==> config.mk <==
export PLATFORM = sky130hd
export DESIGN_NAME = touch_average_calibrate_events
export DESIGN_NICKNAME = d
export VERILOG_FILES = /design/src/rtl/core/tace_pkg.sv /design/src/rtl/core/tace_lane.sv /design/src/rtl/core/touch_average_calibrate_events.sv
export SDC_FILE = /design/constraint.sdc
export NUM_CORES = 1
export LEC_CHECK = 0
export ABC_CLOCK_PERIOD_IN_PS = 12150
export BUFFER_PORTS_ARGS = -buffer_cell sky130_fd_sc_hd__buf_2
export CAP_MARGIN = 15
export CORE_MARGIN = 2
export CORE_UTILIZATION = 65
export DETAILED_ROUTE_END_ITERATION = 8
export PLACE_DENSITY_LB_ADDON = 0.05
export SLEW_MARGIN = 0
export SYNTH_ARGS = -nofsm -noshare
export SYNTH_HDL_FRONTEND = slang
export SYNTH_HIERARCHICAL = 1
export SYNTH_SLANG_ARGS = --single-unit
==> constraint.sdc <==
create_clock -name i_clk -period 12.15 [get_ports i_clk]
set_input_delay 1.215 -clock i_clk [delete_from_list [all_inputs] [get_ports i_clk]]
set_output_delay 1.215 -clock i_clk [all_outputs]
set_load 0.05 [all_outputs]
==> src/rtl/core/tace_pkg.sv <==
// tace_pkg: shared widths, register indexes, codes and types for the touch
// averaging and calibration block. No dependencies; used by tace_lane and
// touch_average_calibrate_events.
`default_nettype none

package tace_pkg;

    localparam int SAMPLE_BITS   = 12;
    localparam int CNT_BITS      = 8;
    localparam int SUM_BITS      = SAMPLE_BITS + CNT_BITS;
    localparam int CAL_BITS      = 12;
    localparam int PROD_BITS     = 2 * CAL_BITS;
    localparam int COORD_BITS    = 16;
    localparam int STEP_BITS     = $clog2(SUM_BITS);
    localparam int IN_DATA_BITS  = ((2 * SAMPLE_BITS + 7) / 8) * 8;
    localparam int OUT_DATA_BITS = ((2 * COORD_BITS + 7) / 8) * 8;
    localparam int CFG_IDX_BITS  = 4;
    localparam int CFG_DATA_BITS = 12;
    localparam int ORIENT_BITS   = 2;

    // configuration register indexes
    localparam logic [CFG_IDX_BITS-1:0] CFG_BURST_LENGTH  = 4'd0;
    localparam logic [CFG_IDX_BITS-1:0] CFG_RAW_MIN_X     = 4'd1;
    localparam logic [CFG_IDX_BITS-1:0] CFG_RAW_MIN_Y     = 4'd2;
    localparam logic [CFG_IDX_BITS-1:0] CFG_RAW_MAX_X     = 4'd3;
    localparam logic [CFG_IDX_BITS-1:0] CFG_RAW_MAX_Y     = 4'd4;
    localparam logic [CFG_IDX_BITS-1:0] CFG_ORIENTATION   = 4'd5;
    localparam logic [CFG_IDX_BITS-1:0] CFG_SCREEN_WIDTH  = 4'd6;
    localparam logic [CFG_IDX_BITS-1:0] CFG_SCREEN_HEIGHT = 4'd7;

    // reset values of the configuration registers
    localparam logic [CNT_BITS-1:0]    RST_BURST_LENGTH  = 8'd1;
    localparam logic [CAL_BITS-1:0]    RST_RAW_MIN_X     = 12'd180;
    localparam logic [CAL_BITS-1:0]    RST_RAW_MIN_Y     = 12'd120;
    localparam logic [CAL_BITS-1:0]    RST_RAW_MAX_X     = 12'd1870;
    localparam logic [CAL_BITS-1:0]    RST_RAW_MAX_Y     = 12'd1900;
    localparam logic [CAL_BITS-1:0]    RST_SCREEN_WIDTH  = 12'd240;
    localparam logic [CAL_BITS-1:0]    RST_SCREEN_HEIGHT = 12'd320;

    localparam logic [ORIENT_BITS-1:0] ORIENT_PORTRAIT       = 2'd0;
    localparam logic [ORIENT_BITS-1:0] ORIENT_LANDSCAPE      = 2'd1;
    localparam logic [ORIENT_BITS-1:0] ORIENT_PORTRAIT_FLIP  = 2'd2;
    localparam logic [ORIENT_BITS-1:0] ORIENT_LANDSCAPE_FLIP = 2'd3;

    localparam logic EV_BEGIN = 1'b0;
    localparam logic EV_END   = 1'b1;

    typedef enum logic [2:0] {
        ST_IDLE,
        ST_AVG,
        ST_CLIP,
        ST_MUL,
        ST_DIV,
        ST_FIN,
        ST_EMIT
    } t_state;

    typedef enum logic [2:0] {
        OP_HOLD,
        OP_ACC,
        OP_CLR,
        OP_AVG,
        OP_CLIP,
        OP_MUL,
        OP_DIV
    } t_lane_op;

    typedef struct packed {
        t_lane_op op;
        logic     first;
    } t_lane_ctl;

endpackage

`default_nettype wire

==> src/rtl/core/tace_lane.sv <==
// tace_lane: one axis of the touch datapath: burst accumulator, bit-serial
// average divider, clip, shift-add scale multiply and bit-serial scale divide.
// Depends on tace_pkg; sequenced by touch_average_calibrate_events.
`default_nettype none

module tace_lane
    import tace_pkg::*;
(
    input  wire logic                   i_clk,
    input  wire logic                   i_rst_n,
    input  wire t_lane_ctl              i_ctl,
    input  wire logic [SAMPLE_BITS-1:0] i_sample,
    input  wire logic [CNT_BITS-1:0]    i_div,
    input  wire logic [CAL_BITS-1:0]    i_lo,
    input  wire logic [CAL_BITS-1:0]    i_hi,
    input  wire logic [CAL_BITS-1:0]    i_size,
    output logic      [CAL_BITS-1:0]    o_result
);

    logic [SUM_BITS-1:0]  r_sum;
    logic [CAL_BITS-1:0]  r_rem;
    logic [PROD_BITS-1:0] r_prod;
    logic [CAL_BITS-1:0]  r_d;
    logic [CAL_BITS-1:0]  r_q;

    logic [CNT_BITS:0]    w_avg_t;
    logic                 w_avg_ge;
    logic [CNT_BITS:0]    w_avg_r;
    logic [SUM_BITS-1:0]  w_lo_ext;
    logic [SUM_BITS-1:0]  w_hi_ext;
    logic [SUM_BITS-1:0]  w_clip_lo;
    logic [SUM_BITS-1:0]  w_clip;
    logic [CAL_BITS-1:0]  w_d;
    logic [CAL_BITS-1:0]  w_rng;
    logic                 w_eq;
    logic                 w_inv;
    logic [PROD_BITS-1:0] w_prod_next;
    logic [CAL_BITS-1:0]  w_cur;
    logic [CAL_BITS:0]    w_div_t;
    logic                 w_div_ge;
    logic [CAL_BITS:0]    w_div_r;

    // average: one quotient bit per cycle, shifted back into the sum
    assign w_avg_t  = {r_rem[CNT_BITS-1:0], r_sum[SUM_BITS-1]};
    assign w_avg_ge = (w_avg_t >= {1'b0, i_div});
    assign w_avg_r  = w_avg_ge ? (w_avg_t - {1'b0, i_div}) : w_avg_t;

    assign w_lo_ext  = SUM_BITS'(i_lo);
    assign w_hi_ext  = SUM_BITS'(i_hi);
    assign w_clip_lo = (r_sum < w_lo_ext) ? w_lo_ext : r_sum;
    assign w_clip    = (w_clip_lo > w_hi_ext) ? w_hi_ext : w_clip_lo;
    assign w_d       = w_clip[CAL_BITS-1:0] - i_lo;

    assign w_rng = i_hi - i_lo;
    assign w_eq  = (i_hi == i_lo);
    assign w_inv = (i_hi < i_lo);

    assign w_prod_next = {r_prod[PROD_BITS-2:0], 1'b0}
                       + (r_d[CAL_BITS-1] ? PROD_BITS'(i_size) : '0);

    // upper half of the product is below the range, so the quotient fits
    assign w_cur    = i_ctl.first ? r_prod[PROD_BITS-1:CAL_BITS] : r_rem;
    assign w_div_t  = {w_cur, r_prod[CAL_BITS-1]};
    assign w_div_ge = (w_div_t >= {1'b0, w_rng});
    assign w_div_r  = w_div_ge ? (w_div_t - {1'b0, w_rng}) : w_div_t;

    // limits reversed: clipping pins at the maximum, giving the full size
    assign o_result = w_eq ? '0 : (w_inv ? i_size : r_q);

    always_ff @(posedge i_clk) begin
        if (!i_rst_n) begin
            r_sum <= '0;
        end else begin
            case (i_ctl.op)
                OP_ACC:  r_sum <= r_sum + SUM_BITS'(i_sample);
                OP_CLR:  r_sum <= '0;
                OP_AVG:  r_sum <= {r_sum[SUM_BITS-2:0], w_avg_ge};
                OP_CLIP: r_sum <= '0;
                default: r_sum <= r_sum;
            endcase
        end
    end

    always_ff @(posedge i_clk) begin
        case (i_ctl.op)
            OP_ACC: begin
                r_rem <= '0;
            end
            OP_AVG: begin
                r_rem <= {{(CAL_BITS-CNT_BITS){1'b0}}, w_avg_r[CNT_BITS-1:0]};
            end
            OP_CLIP: begin
                r_d    <= w_d;
                r_prod <= '0;
            end
            OP_MUL: begin
                r_prod <= w_prod_next;
                r_d    <= {r_d[CAL_BITS-2:0], 1'b0};
            end
            OP_DIV: begin
                r_rem  <= w_div_r[CAL_BITS-1:0];
                r_prod <= {r_prod[PROD_BITS-2:0], 1'b0};
                r_q    <= {r_q[CAL_BITS-2:0], w_div_ge};
            end
            default: begin
                r_rem <= r_rem;
            end
        endcase
    end

endmodule

`default_nettype wire

==> src/rtl/core/touch_average_calibrate_events.sv <==
// touch_average_calibrate_events: top level with stream ports, configuration
// registers, sequencer and press event logic. Depends on tace_pkg and tace_lane.
`default_nettype none

// Takes one raw touch sample pair per transfer (pen-down flag in tuser) and
// sums a burst of burst_length samples per axis. A sample that does not end a
// burst leaves the block idle. A pen-up leaves it idle too, or passes through
// the emit state to queue a press-end result when the pen was pressed. The
// sample that ends a burst holds the input while the bit-serial datapath of
// each axis runs: the average divider, clip, the shift-add scale multiply and
// the scale divider, then orientation. A reading that loads a press-begin
// result also passes through the emit state. Both axes run side by side. A
// result sits in an output register, so the next sample is taken while it
// waits. A second result stays queued, and the input stalls, until the
// receiver takes the first. The configuration port is always ready; write it
// only while the block is idle.
module touch_average_calibrate_events
    import tace_pkg::*;
(
    input  wire logic                     i_clk,
    input  wire logic                     i_rst_n,
    input  wire logic                     i_s_tvalid,
    output logic                          o_s_tready,
    // [11:0] raw_x, [23:12] raw_y
    input  wire logic [IN_DATA_BITS-1:0]  i_s_tdata,
    // [0] pen_down
    input  wire logic                     i_s_tuser,
    output logic                          o_m_tvalid,
    input  wire logic                     i_m_tready,
    // [15:0] coord_x, [31:16] coord_y
    output logic      [OUT_DATA_BITS-1:0] o_m_tdata,
    // [0] event_kind
    output logic                          o_m_tuser,
    input  wire logic                     i_cfg_valid,
    output logic                          o_cfg_ready,
    input  wire logic [CFG_IDX_BITS-1:0]  i_cfg_index,
    input  wire logic [CFG_DATA_BITS-1:0] i_cfg_data
);

    logic [CNT_BITS-1:0]    r_burst;
    logic [CAL_BITS-1:0]    r_min_x;
    logic [CAL_BITS-1:0]    r_min_y;
    logic [CAL_BITS-1:0]    r_max_x;
    logic [CAL_BITS-1:0]    r_max_y;
    logic [ORIENT_BITS-1:0] r_orient;
    logic [CAL_BITS-1:0]    r_screen_w;
    logic [CAL_BITS-1:0]    r_screen_h;

    t_state                 r_state;
    t_state                 n_state;
    logic [STEP_BITS-1:0]   r_cnt;
    logic [STEP_BITS-1:0]   n_cnt;
    logic [CNT_BITS-1:0]    r_samples;
    logic                   r_was_pressed;
    logic                   r_pend_kind;
    logic [COORD_BITS-1:0]  r_last_x;
    logic [COORD_BITS-1:0]  r_last_y;
    logic                   r_out_valid;
    logic                   r_out_kind;
    logic [COORD_BITS-1:0]  r_out_x;
    logic [COORD_BITS-1:0]  r_out_y;

    t_lane_ctl              w_ctl;
    logic                   w_in_xfer;
    logic                   w_pen;
    logic [CNT_BITS-1:0]    w_n;
    logic [CNT_BITS-1:0]    w_cnt_next;
    logic                   w_burst_done;
    logic                   w_out_free;
    logic                   w_out_load;
    logic [CAL_BITS-1:0]    w_lane_x;
    logic [CAL_BITS-1:0]    w_lane_y;
    logic                   w_mirror_x;
    logic                   w_swap;
    logic [COORD_BITS-1:0]  w_mx;
    logic [COORD_BITS-1:0]  w_my;
    logic [COORD_BITS-1:0]  w_fin_x;
    logic [COORD_BITS-1:0]  w_fin_y;

    assign o_s_tready   = (r_state == ST_IDLE);
    assign o_cfg_ready  = 1'b1;
    assign w_in_xfer    = i_s_tvalid && o_s_tready;
    assign w_pen        = i_s_tuser;
    assign w_n          = (r_burst == '0) ? CNT_BITS'(1) : r_burst;
    assign w_cnt_next   = r_samples + CNT_BITS'(1);
    assign w_burst_done = (w_cnt_next >= w_n);
    assign w_out_free   = !r_out_valid || i_m_tready;
    assign w_out_load   = (r_state == ST_EMIT) && w_out_free;

    assign o_m_tvalid = r_out_valid;
    assign o_m_tuser  = r_out_kind;
    assign o_m_tdata  = {r_out_y, r_out_x};

    tace_lane u_lane_x (
        .i_clk    (i_clk),
        .i_rst_n  (i_rst_n),
        .i_ctl    (w_ctl),
        .i_sample (i_s_tdata[SAMPLE_BITS-1:0]),
        .i_div    (w_n),
        .i_lo     (r_min_x),
        .i_hi     (r_max_x),
        .i_size   (r_screen_w),
        .o_result (w_lane_x)
    );

    tace_lane u_lane_y (
        .i_clk    (i_clk),
        .i_rst_n  (i_rst_n),
        .i_ctl    (w_ctl),
        .i_sample (i_s_tdata[2*SAMPLE_BITS-1:SAMPLE_BITS]),
        .i_div    (w_n),
        .i_lo     (r_min_y),
        .i_hi     (r_max_y),
        .i_size   (r_screen_h),
        .o_result (w_lane_y)
    );

    // orientation: mirror one axis with 16-bit wrap, then maybe swap
    assign w_mirror_x = (r_orient == ORIENT_PORTRAIT_FLIP)
                     || (r_orient == ORIENT_LANDSCAPE_FLIP);
    assign w_swap     = (r_orient == ORIENT_LANDSCAPE)
                     || (r_orient == ORIENT_LANDSCAPE_FLIP);
    assign w_mx = w_mirror_x ? (COORD_BITS'(r_screen_w) - COORD_BITS'(w_lane_x))
                             : COORD_BITS'(w_lane_x);
    assign w_my = w_mirror_x ? COORD_BITS'(w_lane_y)
                             : (COORD_BITS'(r_screen_h) - COORD_BITS'(w_lane_y));
    assign w_fin_x = w_swap ? w_my : w_mx;
    assign w_fin_y = w_swap ? w_mx : w_my;

    always_ff @(posedge i_clk) begin
        if (!i_rst_n) begin
            r_burst    <= RST_BURST_LENGTH;
            r_min_x    <= RST_RAW_MIN_X;
            r_min_y    <= RST_RAW_MIN_Y;
            r_max_x    <= RST_RAW_MAX_X;
            r_max_y    <= RST_RAW_MAX_Y;
            r_orient   <= ORIENT_PORTRAIT;
            r_screen_w <= RST_SCREEN_WIDTH;
            r_screen_h <= RST_SCREEN_HEIGHT;
        end else if (i_cfg_valid && o_cfg_ready) begin
            case (i_cfg_index)
                CFG_BURST_LENGTH:  r_burst    <= i_cfg_data[CNT_BITS-1:0];
                CFG_RAW_MIN_X:     r_min_x    <= i_cfg_data[CAL_BITS-1:0];
                CFG_RAW_MIN_Y:     r_min_y    <= i_cfg_data[CAL_BITS-1:0];
                CFG_RAW_MAX_X:     r_max_x    <= i_cfg_data[CAL_BITS-1:0];
                CFG_RAW_MAX_Y:     r_max_y    <= i_cfg_data[CAL_BITS-1:0];
                CFG_ORIENTATION:   r_orient   <= i_cfg_data[ORIENT_BITS-1:0];
                CFG_SCREEN_WIDTH:  r_screen_w <= i_cfg_data[CAL_BITS-1:0];
                CFG_SCREEN_HEIGHT: r_screen_h <= i_cfg_data[CAL_BITS-1:0];
                default:           r_burst    <= r_burst;
            endcase
        end
    end

    always_ff @(posedge i_clk) begin
        if (!i_rst_n) begin
            r_state <= ST_IDLE;
            r_cnt   <= '0;
        end else begin
            r_state <= n_state;
            r_cnt   <= n_cnt;
        end
    end

    always_comb begin
        n_state     = r_state;
        n_cnt       = r_cnt;
        w_ctl.op    = OP_HOLD;
        w_ctl.first = (r_cnt == '0);
        case (r_state)
            ST_IDLE: begin
                n_cnt = '0;
                if (w_in_xfer) begin
                    if (!w_pen) begin
                        w_ctl.op = OP_CLR;
                        if (r_was_pressed) begin
                            n_state = ST_EMIT;
                        end
                    end else begin
                        w_ctl.op = OP_ACC;
                        if (w_burst_done) begin
                            n_state = ST_AVG;
                        end
                    end
                end
            end
            ST_AVG: begin
                w_ctl.op = OP_AVG;
                n_cnt    = r_cnt + STEP_BITS'(1);
                if (r_cnt == STEP_BITS'(SUM_BITS - 1)) begin
                    n_state = ST_CLIP;
                    n_cnt   = '0;
                end
            end
            ST_CLIP: begin
                w_ctl.op = OP_CLIP;
                n_state  = ST_MUL;
            end
            ST_MUL: begin
                w_ctl.op = OP_MUL;
                n_cnt    = r_cnt + STEP_BITS'(1);
                if (r_cnt == STEP_BITS'(CAL_BITS - 1)) begin
                    n_state = ST_DIV;
                    n_cnt   = '0;
                end
            end
            ST_DIV: begin
                w_ctl.op = OP_DIV;
                n_cnt    = r_cnt + STEP_BITS'(1);
                if (r_cnt == STEP_BITS'(CAL_BITS - 1)) begin
                    n_state = ST_FIN;
                    n_cnt   = '0;
                end
            end
            ST_FIN: begin
                n_state = r_was_pressed ? ST_IDLE : ST_EMIT;
            end
            ST_EMIT: begin
                if (w_out_free) begin
                    n_state = ST_IDLE;
                end
            end
            default: begin
                n_state = ST_IDLE;
            end
        endcase
    end

    always_ff @(posedge i_clk) begin
        if (!i_rst_n) begin
            r_samples     <= '0;
            r_was_pressed <= 1'b0;
            r_pend_kind   <= EV_BEGIN;
            r_last_x      <= '0;
            r_last_y      <= '0;
            r_out_valid   <= 1'b0;
        end else begin
            if (w_in_xfer) begin
                if (!w_pen) begin
                    r_samples     <= '0;
                    r_was_pressed <= 1'b0;
                    r_pend_kind   <= EV_END;
                end else begin
                    r_samples <= w_burst_done ? '0 : w_cnt_next;
                end
            end
            if (r_state == ST_FIN) begin
                r_last_x <= w_fin_x;
                r_last_y <= w_fin_y;
                if (!r_was_pressed) begin
                    r_was_pressed <= 1'b1;
                    r_pend_kind   <= EV_BEGIN;
                end
            end
            if (w_out_load) begin
                r_out_valid <= 1'b1;
            end else if (i_m_tready) begin
                r_out_valid <= 1'b0;
            end
        end
    end

    // press-end carries the last coordinate, press-begin the one just stored
    always_ff @(posedge i_clk) begin
        if (w_out_load) begin
            r_out_kind <= r_pend_kind;
            r_out_x    <= r_last_x;
            r_out_y    <= r_last_y;
        end
    end

`ifndef ASSERT_OFF
    a_begin_pressed: assert property (@(posedge i_clk) disable iff (!i_rst_n)
        (r_state == ST_EMIT && r_pend_kind == EV_BEGIN) |-> r_was_pressed)
        else $error("press-begin queued without press state");

    a_end_released: assert property (@(posedge i_clk) disable iff (!i_rst_n)
        (r_state == ST_EMIT && r_pend_kind == EV_END) |-> !r_was_pressed)
        else $error("press-end queued while still pressed");

    a_avg_steps: assert property (@(posedge i_clk) disable iff (!i_rst_n)
        (r_state == ST_AVG) |-> (r_cnt < STEP_BITS'(SUM_BITS)))
        else $error("average step count out of range");

    a_div_to_fin: assert property (@(posedge i_clk) disable iff (!i_rst_n)
        (r_state == ST_DIV && r_cnt == STEP_BITS'(CAL_BITS - 1)) |=> (r_state == ST_FIN))
        else $error("scale divide did not finish in time");

    a_load_keeps: assert property (@(posedge i_clk) disable iff (!i_rst_n)
        w_out_load |=> o_m_tvalid)
        else $error("queued result not presented");
`endif

endmodule

`default_nettype wire

==> impl_metrics.toml, run 1 <==
[timing]
setup_violations = 0
grt_setup_unrepaired = "no"
fmax_ghz = 0.142
fin_crit_sh_pct = 57.9
tightest_slew_ns = 1.25
finalHoldViolations = 0
hold_ws_ns = 0.421
slew_viol_final = 0
timing.final.crit_period_ns = 7.03
slew_headroom_pct = 16.7
finalSetupTns_ns = 0
skew_ns = 0.0220

[placement]
dp.final_hpwl_mm = 46.6
placedCellCount = 3139
io_buffer_count = 80
gp_congestion = 0.930
placed_cell_area_mm2 = 0.0240

[clock_tree]
clk_latency_ns = 0.57
numCtsBuffers = 38
clock_sinks = 314
post_cts_buffers = 0
htreeDepth = 2
cts-root-buf = "clkbuf_16"
clk_path_buf_depth = 3
hold_buffers = 0
post_cts_resized = 0
cts_tree = "yes"
clk_pin_slew_ns = 0.06

[worst_setup_path]
startpoint_type = "flop"
reg2reg_depth = 23
path_max_fanout = 25
worstPathRequired_ns = 12.45
endpoint_kind = "flop"
worst-setup-path-type = "flop to flop"
arrival_ns = 7.33

[synth]
yosysWarnings = 6
synth_seq_cells = 314
ys_types = 112
yosysSeqAreaShare_pct = 33.2
syn_avg_cell_area_um2 = 8.67
synth_area_leaders = "edfxtp_1 (19%), dfxtp_1 (14%), ha_1 (11%), nand2_1 (4.8%), mux2i_1 (4.6%)"
ys_async_sr_fraction_pct = 0
syn_inst = 2697
synth_top_area_share_pct = 18.9
yosysMostFrequentCell = "nand2_1"
synth_enable_flop_cells = 147
synth_top_flop_cell = "dfxtp_1"
synth_commonest_cells = "nand2_1 (300), nor2_1 (223), ha_1 (213)"
synth_top_area_cell = "edfxtp_1"
syn-cell-area_mm2 = 0.0234
synth_fp_nets = 2970

[route]
vias = 20596
drt_wl_total_mm = 64.9
wl_per_cell_um = 20.2
detail-route-antenna-nets = 0
highest_layer = "met4"
vias_per_cell = 6.42
dr_wl_met3_mm = 5.34
drt-initial-drc-count = 1649
met2_length_mm = 29.6
drc_errors = 0
met1_length_mm = 27.3
first_pass_iters = 6

[flow_run]
drv_cap = 0

[power]
power.density_mw_per_mm2 = 242
leakage_nw = 10.8
total_power_mw = 6.12
ir_drop_mv = 0.198

[final_layout]
fin_cells = 3210
drive_above_1_share_pct = 9.93
num_antenna_cells = 0
finish.instance_area_mm2 = 0.0253
layout.nets = 2992
area_growth_pct = 8.17

[min_path]
whs_path_depth = 0
hold_path_class = "flop to flop"

[grt]
grt_max_degree = 77
overflow = 0
antenna_found_initial = 0
grt_pass1_wl_mm = 103
grt_pass1_vias = 19805
track_usage_pct = 34.0

[status]
status = "finished, final reports clean"

[die]
die_width_um = 194
initial_core_util_pct = 65.9
chipHeight_um = 194
fp.dieArea_mm2 = 0.0375
io_pins = 82
rows = 69
core_region_area_mm2 = 0.0355
[cell type report]
cell class / count / area, um2
clock buffers: 61 / 1120
flip-flops and latches: 314 / 7760
fillers: 2848 / 10200
well taps: 461 / 577
multi-input cells: 2101 / 14500
clock inverters: 9 / 114
repair buffers: 105 / 608
inverters: 159 / 597
[routing by layer]
metal | vias up | global-route usage, %
li1 | 9819 | -
met1 | 9805 | 44.4
met2 | 804 | 54.6
met3 | 168 | 6.75
met4 | 0 | 15.4
met5 | - | 0
[worst max-delay path: stages, from the launching register on]
cell	delay (ns)
dfxtp_1	0.39
inv_1	0.16
ha_1	0.36
a2111oi_4	0.32
nor3_2	0.09
o21ai_2	0.12
nor4b_4	0.88
mux2_2	0.44
ha_1	0.31
a21oi_1	0.18
a211oi_1	0.09
a2111o_1	0.40
a21oi_2	0.74
o21ai_0	0.19
ha_1	0.37
nor2b_1	0.15
o21ai_0	0.21
a21boi_0	0.16
o21ai_0	0.18
nand2b_1	0.13
a2111o_1	0.44
a31oi_1	0.20
xor2_1	0.15
o21ai_0	0.08
[logic make-up after synthesis]
family | Yosys count | share of synthesized area, %
AO/OA/AOI/OAI | 713 | 20.1
multiplexers | 156 | 6.93
AND/OR/NAND/NOR | 901 | 18.4
flip-flops | 314 | 33.2
other | 1 | 0.0160
buffers and inverters | 282 | 4.96
XOR/XNOR | 103 | 3.89
adder cells (fa/ha/maj) | 227 | 12.6
[per-stage QoR]
step,utilization (%),worst slack (ns)
after floorplan,-,6.36
after global placement,67.8,5.30
after detailed placement,67.8,5.23
after CTS,71.2,5.22
after global routing,71.3,4.55
final,71.3,5.12
[report_power, final]
part | leakage (nW) | switching, mW | internal [mW] | total, mW
registers | 2.73 | 0.221 | 1.47 | 1.69
clock network | 0.596 | 0.465 | 0.676 | 1.14
logic | 7.49 | 1.96 | 1.33 | 3.29
total | 10.8 | 2.65 | 3.47 | 6.12
[cells in the final DEF (no fill, tap or decap), types with 42 or more instances in the layout]
| master | count |
|---|---|
| a21o_1 | 54 |
| ha_1 | 213 |
| xnor2_1 | 58 |
| nor3_1 | 47 |
| mux2i_1 | 108 |
| buf_2 | 80 |
| edfxtp_1 | 147 |
| o21ai_0 | 158 |
| nand3_1 | 82 |
| a21oi_1 | 200 |
| mux2_2 | 42 |
| nand2_1 | 300 |
| xor2_1 | 44 |
| dfxtp_1 | 167 |
| nor2_1 | 221 |
| inv_1 | 155 |
[final timing paths]
check,start,end,slack (ns)
worst min register to register,r_last_x[11]$_SDFFE_PN0N_,r_out_x[11]$_DFFE_PP_,0.42
worst max-delay path,r_min_y[1]$_SDFFE_PN0P_,u_lane_y/r_d[10]$_DFFE_PP_,5.12
worst max register to register,r_min_y[1]$_SDFFE_PN0P_,u_lane_y/r_d[10]$_DFFE_PP_,5.12
worst min-delay path,r_last_x[11]$_SDFFE_PN0N_,r_out_x[11]$_DFFE_PP_,0.42
[flip-flops by register name, summed over array words and instances (netlist names), 13 cells and up]
signal	flops
u_lane_x/r_prod	24
r_last_y	13
r_out_x	13
u_lane_x/r_sum	20
u_lane_y/r_prod	24
r_last_x	13
u_lane_y/r_sum	20
r_out_y	13
(Power assumes the default switching activity.)
==> run 2, diff against run 1 <==
- ABC_AREA: default -> 1
- ABC_CLOCK_PERIOD_IN_PS: 12150 -> 6200
- CORE_UTILIZATION: 65 -> 58
- clock period: 12.15 -> 6.2 ns (I/O delays scaled with it)
==> impl_metrics.toml, run 2 <==
[status]
status = "finished, final reports clean"

[final_layout]
num_antenna_cells = 0
final_common_cell = "nand2_1"
area_growth_pct = 8.15
fin_cells = 4022
top_regs = "u_lane_x/r_prod (24), u_lane_y/r_prod (24)"
finish.utilization_pct = 63.4
layout.nets = 3726
drive_above_1_share_pct = 8.41
final_cell_mix = "nand2_1 (780), inv_1 (453), o21ai_0 (276)"

[clock_tree]
clk_path_buf_depth = 3
cts_tree = "yes"
numCtsBuffers = 39
htreeDepth = 2
clk_latency_ns = 0.57
post_cts_resized = 0
post_cts_buffers = 0
hold_buffers = 0
cts-root-buf = "clkbuf_16"
clk_pin_slew_ns = 0.06
clock_sinks = 314

[synth]
syn-cell-area_mm2 = 0.0245
syn_inst = 3434
ys_async_sr_fraction_pct = 0
yosysMostFrequentCell = "nand2_1"
synth_top_area_cell = "edfxtp_1"
yosysWarnings = 6
synth_seq_cells = 314
synth_top_area_share_pct = 18.0
synth_enable_flop_cells = 147
synth_top_flop_cell = "dfxtp_1"
synth_area_leaders = "edfxtp_1 (18%), dfxtp_1 (14%), nand2_1 (12%), ha_1 (11%), inv_1 (6.9%)"
ys_types = 68
synth_fp_nets = 3707
syn_avg_cell_area_um2 = 7.13
yosysSeqAreaShare_pct = 31.7
synth_commonest_cells = "nand2_1 (780), inv_1 (453), o21ai_0 (276)"

[placement]
dp.final_hpwl_mm = 51.8
dpl_worst_slack_ns = 1.15
placedCellCount = 3948
io_buffer_count = 80
gp_congestion = 0.933

[worst_setup_path]
startpoint_type = "flop"
path_max_fanout = 24
worst-setup-path-type = "flop to flop"
arrival_ns = 5.58
worstPathRequired_ns = 6.61
endpoint_kind = "flop"

[die]
chipHeight_um = 209
die_width_um = 209
core_region_area_mm2 = 0.0418
rows = 75
initial_core_util_pct = 58.6
io_pins = 82
fp.dieArea_mm2 = 0.0439

[timing]
skew_ns = 0.0162
fmax_ghz = 0.193
setup_violations = 0
fin_crit_sh_pct = 83.4
slew_viol_final = 0
tightest_slew_ns = 1.17
timing.final.crit_period_ns = 5.17
slew_headroom_pct = 21.7
finalHoldViolations = 0
layout_setup_ws_ns = 1.03
finalSetupTns_ns = 0
grt_setup_unrepaired = "no"

[min_path]
hold_path_class = "input pin to flop"

[route]
drc_errors = 0
wl_per_cell_um = 17.1
detail-route-antenna-nets = 0
drt-initial-drc-count = 1764
first_pass_iters = 6
drt_wl_total_mm = 68.9
vias = 23149
vias_per_cell = 5.76

[grt]
grt_pass1_wl_mm = 110
grt_pass1_vias = 21709
antenna_found_initial = 2
track_usage_pct = 31.1
overflow = 0
grt_max_degree = 79

[power]
power.density_mw_per_mm2 = 469
leakage_nw = 12.3
ir_drop_mv = 0.270

[flow_run]
drv_cap = 0
[run 2: path summary, 6_finish.rpt]
check	startpoint	to	slack, ns	depth (start not counted)
max	r_min_y[11]$_SDFFE_PN0P_	u_lane_y/r_d[9]$_DFFE_PP_	1.03	27
min	i_m_tready	o_m_tvalid$_SDFFE_PN0P_	0.34	4
max reg2reg	r_min_y[11]$_SDFFE_PN0P_	u_lane_y/r_d[9]$_DFFE_PP_	1.03	27
min reg2reg	r_last_x[8]$_SDFFE_PN0N_	r_out_x[8]$_DFFE_PP_	0.43	0
[run 2: layout make-up]
type	count	area (um2)
Inverter	481	1810
Tap cell	539	674
Multi-Input combinational cell	2520	14300
Clock buffer	54	1220
Fill cell	3788	15300
Timing Repair Buffer	97	578
Clock inverter	17	134
Sequential cell	314	7760
[run 2: logic make-up after synthesis]
kind of cell             synth area share [%]
buffers and inverters                    9.94
AO/OA/AOI/OAI                            18.1
other                                  0.0153
multiplexers                           0.0460
XOR/XNOR                                 3.11
adder cells (fa/ha/maj)                  12.0
AND/OR/NAND/NOR                          25.0
flip-flops                               31.7
[run 2: per-layer routing]
metal / up-vias / global-route usage (%) / part of all wire (%)
met3: 122 / 5.10 / 6.6
met1: 10702 / 41.2 / 45
met5: - / 0 / 0.041
li1: 11579 / - / -
met2: 742 / 51.9 / 46
met4: 4 / 10.2 / 3.0
[run 2: stage by stage]
step | hold slack (ns) | cell area [um2] | power [mW]
3_5_place_dp | 0.417 | 25000 | 9.87
5_1_grt | 0.346 | 26500 | 13.5
6_report | 0.337 | 26500 | 12.4
4_1_cts | 0.315 | 26400 | 12.3
2_1_floorplan | 0.403 | 24500 | 8.43
3_3_place_gp | 0.414 | 25000 | 9.70
[run 2: critical path: stages, from the launching register on]
cell and delay (ns):
dfxtp_1 0.38, inv_1 0.13, ha_1 0.34, nand2_1 0.07, nor2_1 0.16, inv_1 0.06
a21oi_1 0.23, nor2_4 0.09, nand2_4 0.26, nand2_1 0.13, o21ai_2 0.10, ha_1 0.26
nand2_1 0.07, inv_1 0.03, nand2_1 0.09, inv_1 0.06, a21oi_1 0.14, nand3_1 0.13
nand2_1 0.53, o21ai_0 0.19, ha_1 0.38, a21o_1 0.20, nor2_1 0.21, inv_1 0.09
a21oi_1 0.22, o21bai_1 0.11, or2_0 0.20, a31oi_1 0.14
[run 2: power by group]
| part | total [mW] | internal, mW | switching, mW |
|---|---|---|---|
| registers | 3.47 | 2.99 | 0.483 |
| clock network | 2.39 | 1.43 | 0.962 |
| logic | 6.56 | 2.19 | 4.37 |
==> run 3, diff against run 2 <==
- ABC_AREA: 1 -> 0
- ABC_CLOCK_PERIOD_IN_PS: 6200 -> 4600
- clock period: 6.2 -> 4.6 ns (I/O delays scaled with it)
==> impl_metrics.toml, run 3 (synthesized netlist as in run 1, its figures left out) <==
[timing]
fmax_ghz = 0.182
hold_ws_ns = 0.257
slew_headroom_pct = 24.3
finalSetupTns_ns = -8.90
skew_ns = 0.0122
timing.final.crit_period_ns = 5.48
grt_setup_unrepaired = "yes"
layout_setup_ws_ns = -0.882
fin_crit_sh_pct = 119
slew_viol_final = 0
finalHoldViolations = 0
tightest_slew_ns = 1.14
setup_violations = 18

[placement]
dpl_worst_slack_ns = -0.872
gp_congestion = 0.909
dp.final_hpwl_mm = 49.0
io_buffer_count = 80

[final_layout]
nFillCells = 3010
top_regs = "u_lane_x/r_prod (24), u_lane_y/r_prod (24)"
layout.nets = 3230
drive_above_1_share_pct = 23.4
num_antenna_cells = 0
finish.utilization_pct = 71.6
final_common_cell = "nand2_1"
area_growth_pct = 21.7
final_cell_mix = "nand2_1 (296), buf_4 (239), nor2_1 (213)"

[die]
io_pins = 82
rows = 73
fp.dieArea_mm2 = 0.0420
initial_core_util_pct = 58.9
chipHeight_um = 205
die_width_um = 205
core_region_area_mm2 = 0.0397

[clock_tree]
clk_pin_slew_ns = 0.06
clk_latency_ns = 0.56
htreeDepth = 2
clk_path_buf_depth = 3
numCtsBuffers = 39
cts-root-buf = "clkbuf_16"
clock_sinks = 314
cts_tree = "yes"
hold_buffers = 0

[route]
first_pass_iters = 5
wl_per_cell_um = 19.8
drt-initial-drc-count = 1502
vias_per_cell = 6.11
drc_errors = 0
detail-route-antenna-nets = 0
drt_wl_total_mm = 69.3
vias = 21452

[worst_setup_path]
worst-setup-path-type = "flop to flop"
worstPathRequired_ns = 4.87
endpoint_kind = "flop"
path_max_fanout = 8
arrival_ns = 5.75
startpoint_type = "flop"

[min_path]
hold_path_class = "input pin to flop"

[status]
status = "finished with violations"
violations = "setup timing"

[flow_run]
drv_cap = 0

[grt]
grt_max_degree = 75
grt_pass1_wl_mm = 107
antenna_found_initial = 1
track_usage_pct = 32.1
grt_pass1_vias = 20984
overflow = 0

[power]
leakage_nw = 12.2
total_power_mw = 18.8
power.density_mw_per_mm2 = 661
ir_drop_mv = 0.631
==> run 3: changes by cell type in the layout (fill, tap and decap cells not counted), moves of 81 or more <==
cell / change
a21oi_1: -81
o21ai_0: -140
buf_4: +224
nand3_1: -138
nand2_1: -484
inv_1: -310
mux2i_1: +106
==> run 3: layout make-up <==
class	count	area (um2)	share of cell area [%]
inverter	159	599	2.11
clock inverter	14	131	0.462
sequential	314	7780	27.3
clock buffer	55	1170	4.11
multi-input combinational	2101	15600	54.9
tap	525	657	2.31
timing repair buffer	342	2490	8.75
==> run 3: report_power, final <==
| part | leakage (nW) | internal [mW] | switching [mW] |
|---|---|---|---|
| Combinational | 8.87 | 5.16 | 6.12 |
| Sequential | 2.73 | 3.89 | 0.508 |
| Clock | 0.634 | 1.88 | 1.27 |
==> run 3: metal layers <==
layer | GRT usage, % | wire length, um
met1 | 40.4 | 29400
met2 | 53.7 | 32200
met3 | 4.69 | 4180
met4 | 16.3 | 3490
met5 | 0 | 0
==> run 3: worst max-delay path: stages (launching register included) <==
cell	delay (ns)
dfxtp_2	0.33
inv_2	0.05
ha_4	0.21
a21o_1	0.20
a2111oi_4	0.31
nor2_2	0.09
nor4b_4	0.39
buf_6	0.21
mux2_4	0.34
ha_4	0.23
a21oi_2	0.14
nand2_1	0.08
a2111o_1	0.45
a21oi_4	0.22
nand2_1	0.09
o21ai_2	0.06
ha_2	0.21
fa_2	0.25
nor2b_4	0.05
o21ai_2	0.18
a21boi_2	0.09
o21ai_1	0.15
nand2b_1	0.08
a2111o_1	0.39
a31oi_2	0.16
xor2_1	0.15
o21ai_1	0.07
==> run 3: repair_timing <==
item	CTS	global route
gates resized for setup	79	100
pin swaps	50	102
setup buffers	37	35
setup endpoints to repair	39	52
==> run 3: path summary, 6_finish.rpt <==
path / endpoint / startpoint / slack, ns / cells after the start
max: u_lane_y/r_d[10]$_DFFE_PP_ / r_min_y[8]$_SDFFE_PN0P_ / -0.88 / 26
min: o_m_tvalid$_SDFFE_PN0P_ / i_m_tready / 0.26 / 4
max reg2reg: u_lane_y/r_d[10]$_DFFE_PP_ / r_min_y[8]$_SDFFE_PN0P_ / -0.88 / 26
min reg2reg: r_out_x[11]$_DFFE_PP_ / r_last_x[11]$_SDFFE_PN0N_ / 0.42 / 0
==> run 3: stage by stage <==
stage	area (um2)	instances
after detailed placement	25800	3382
after CTS	27700	3483
after global routing	28500	3510
after floorplan	23700	2697
after global placement	25800	3382
final	28500	3510
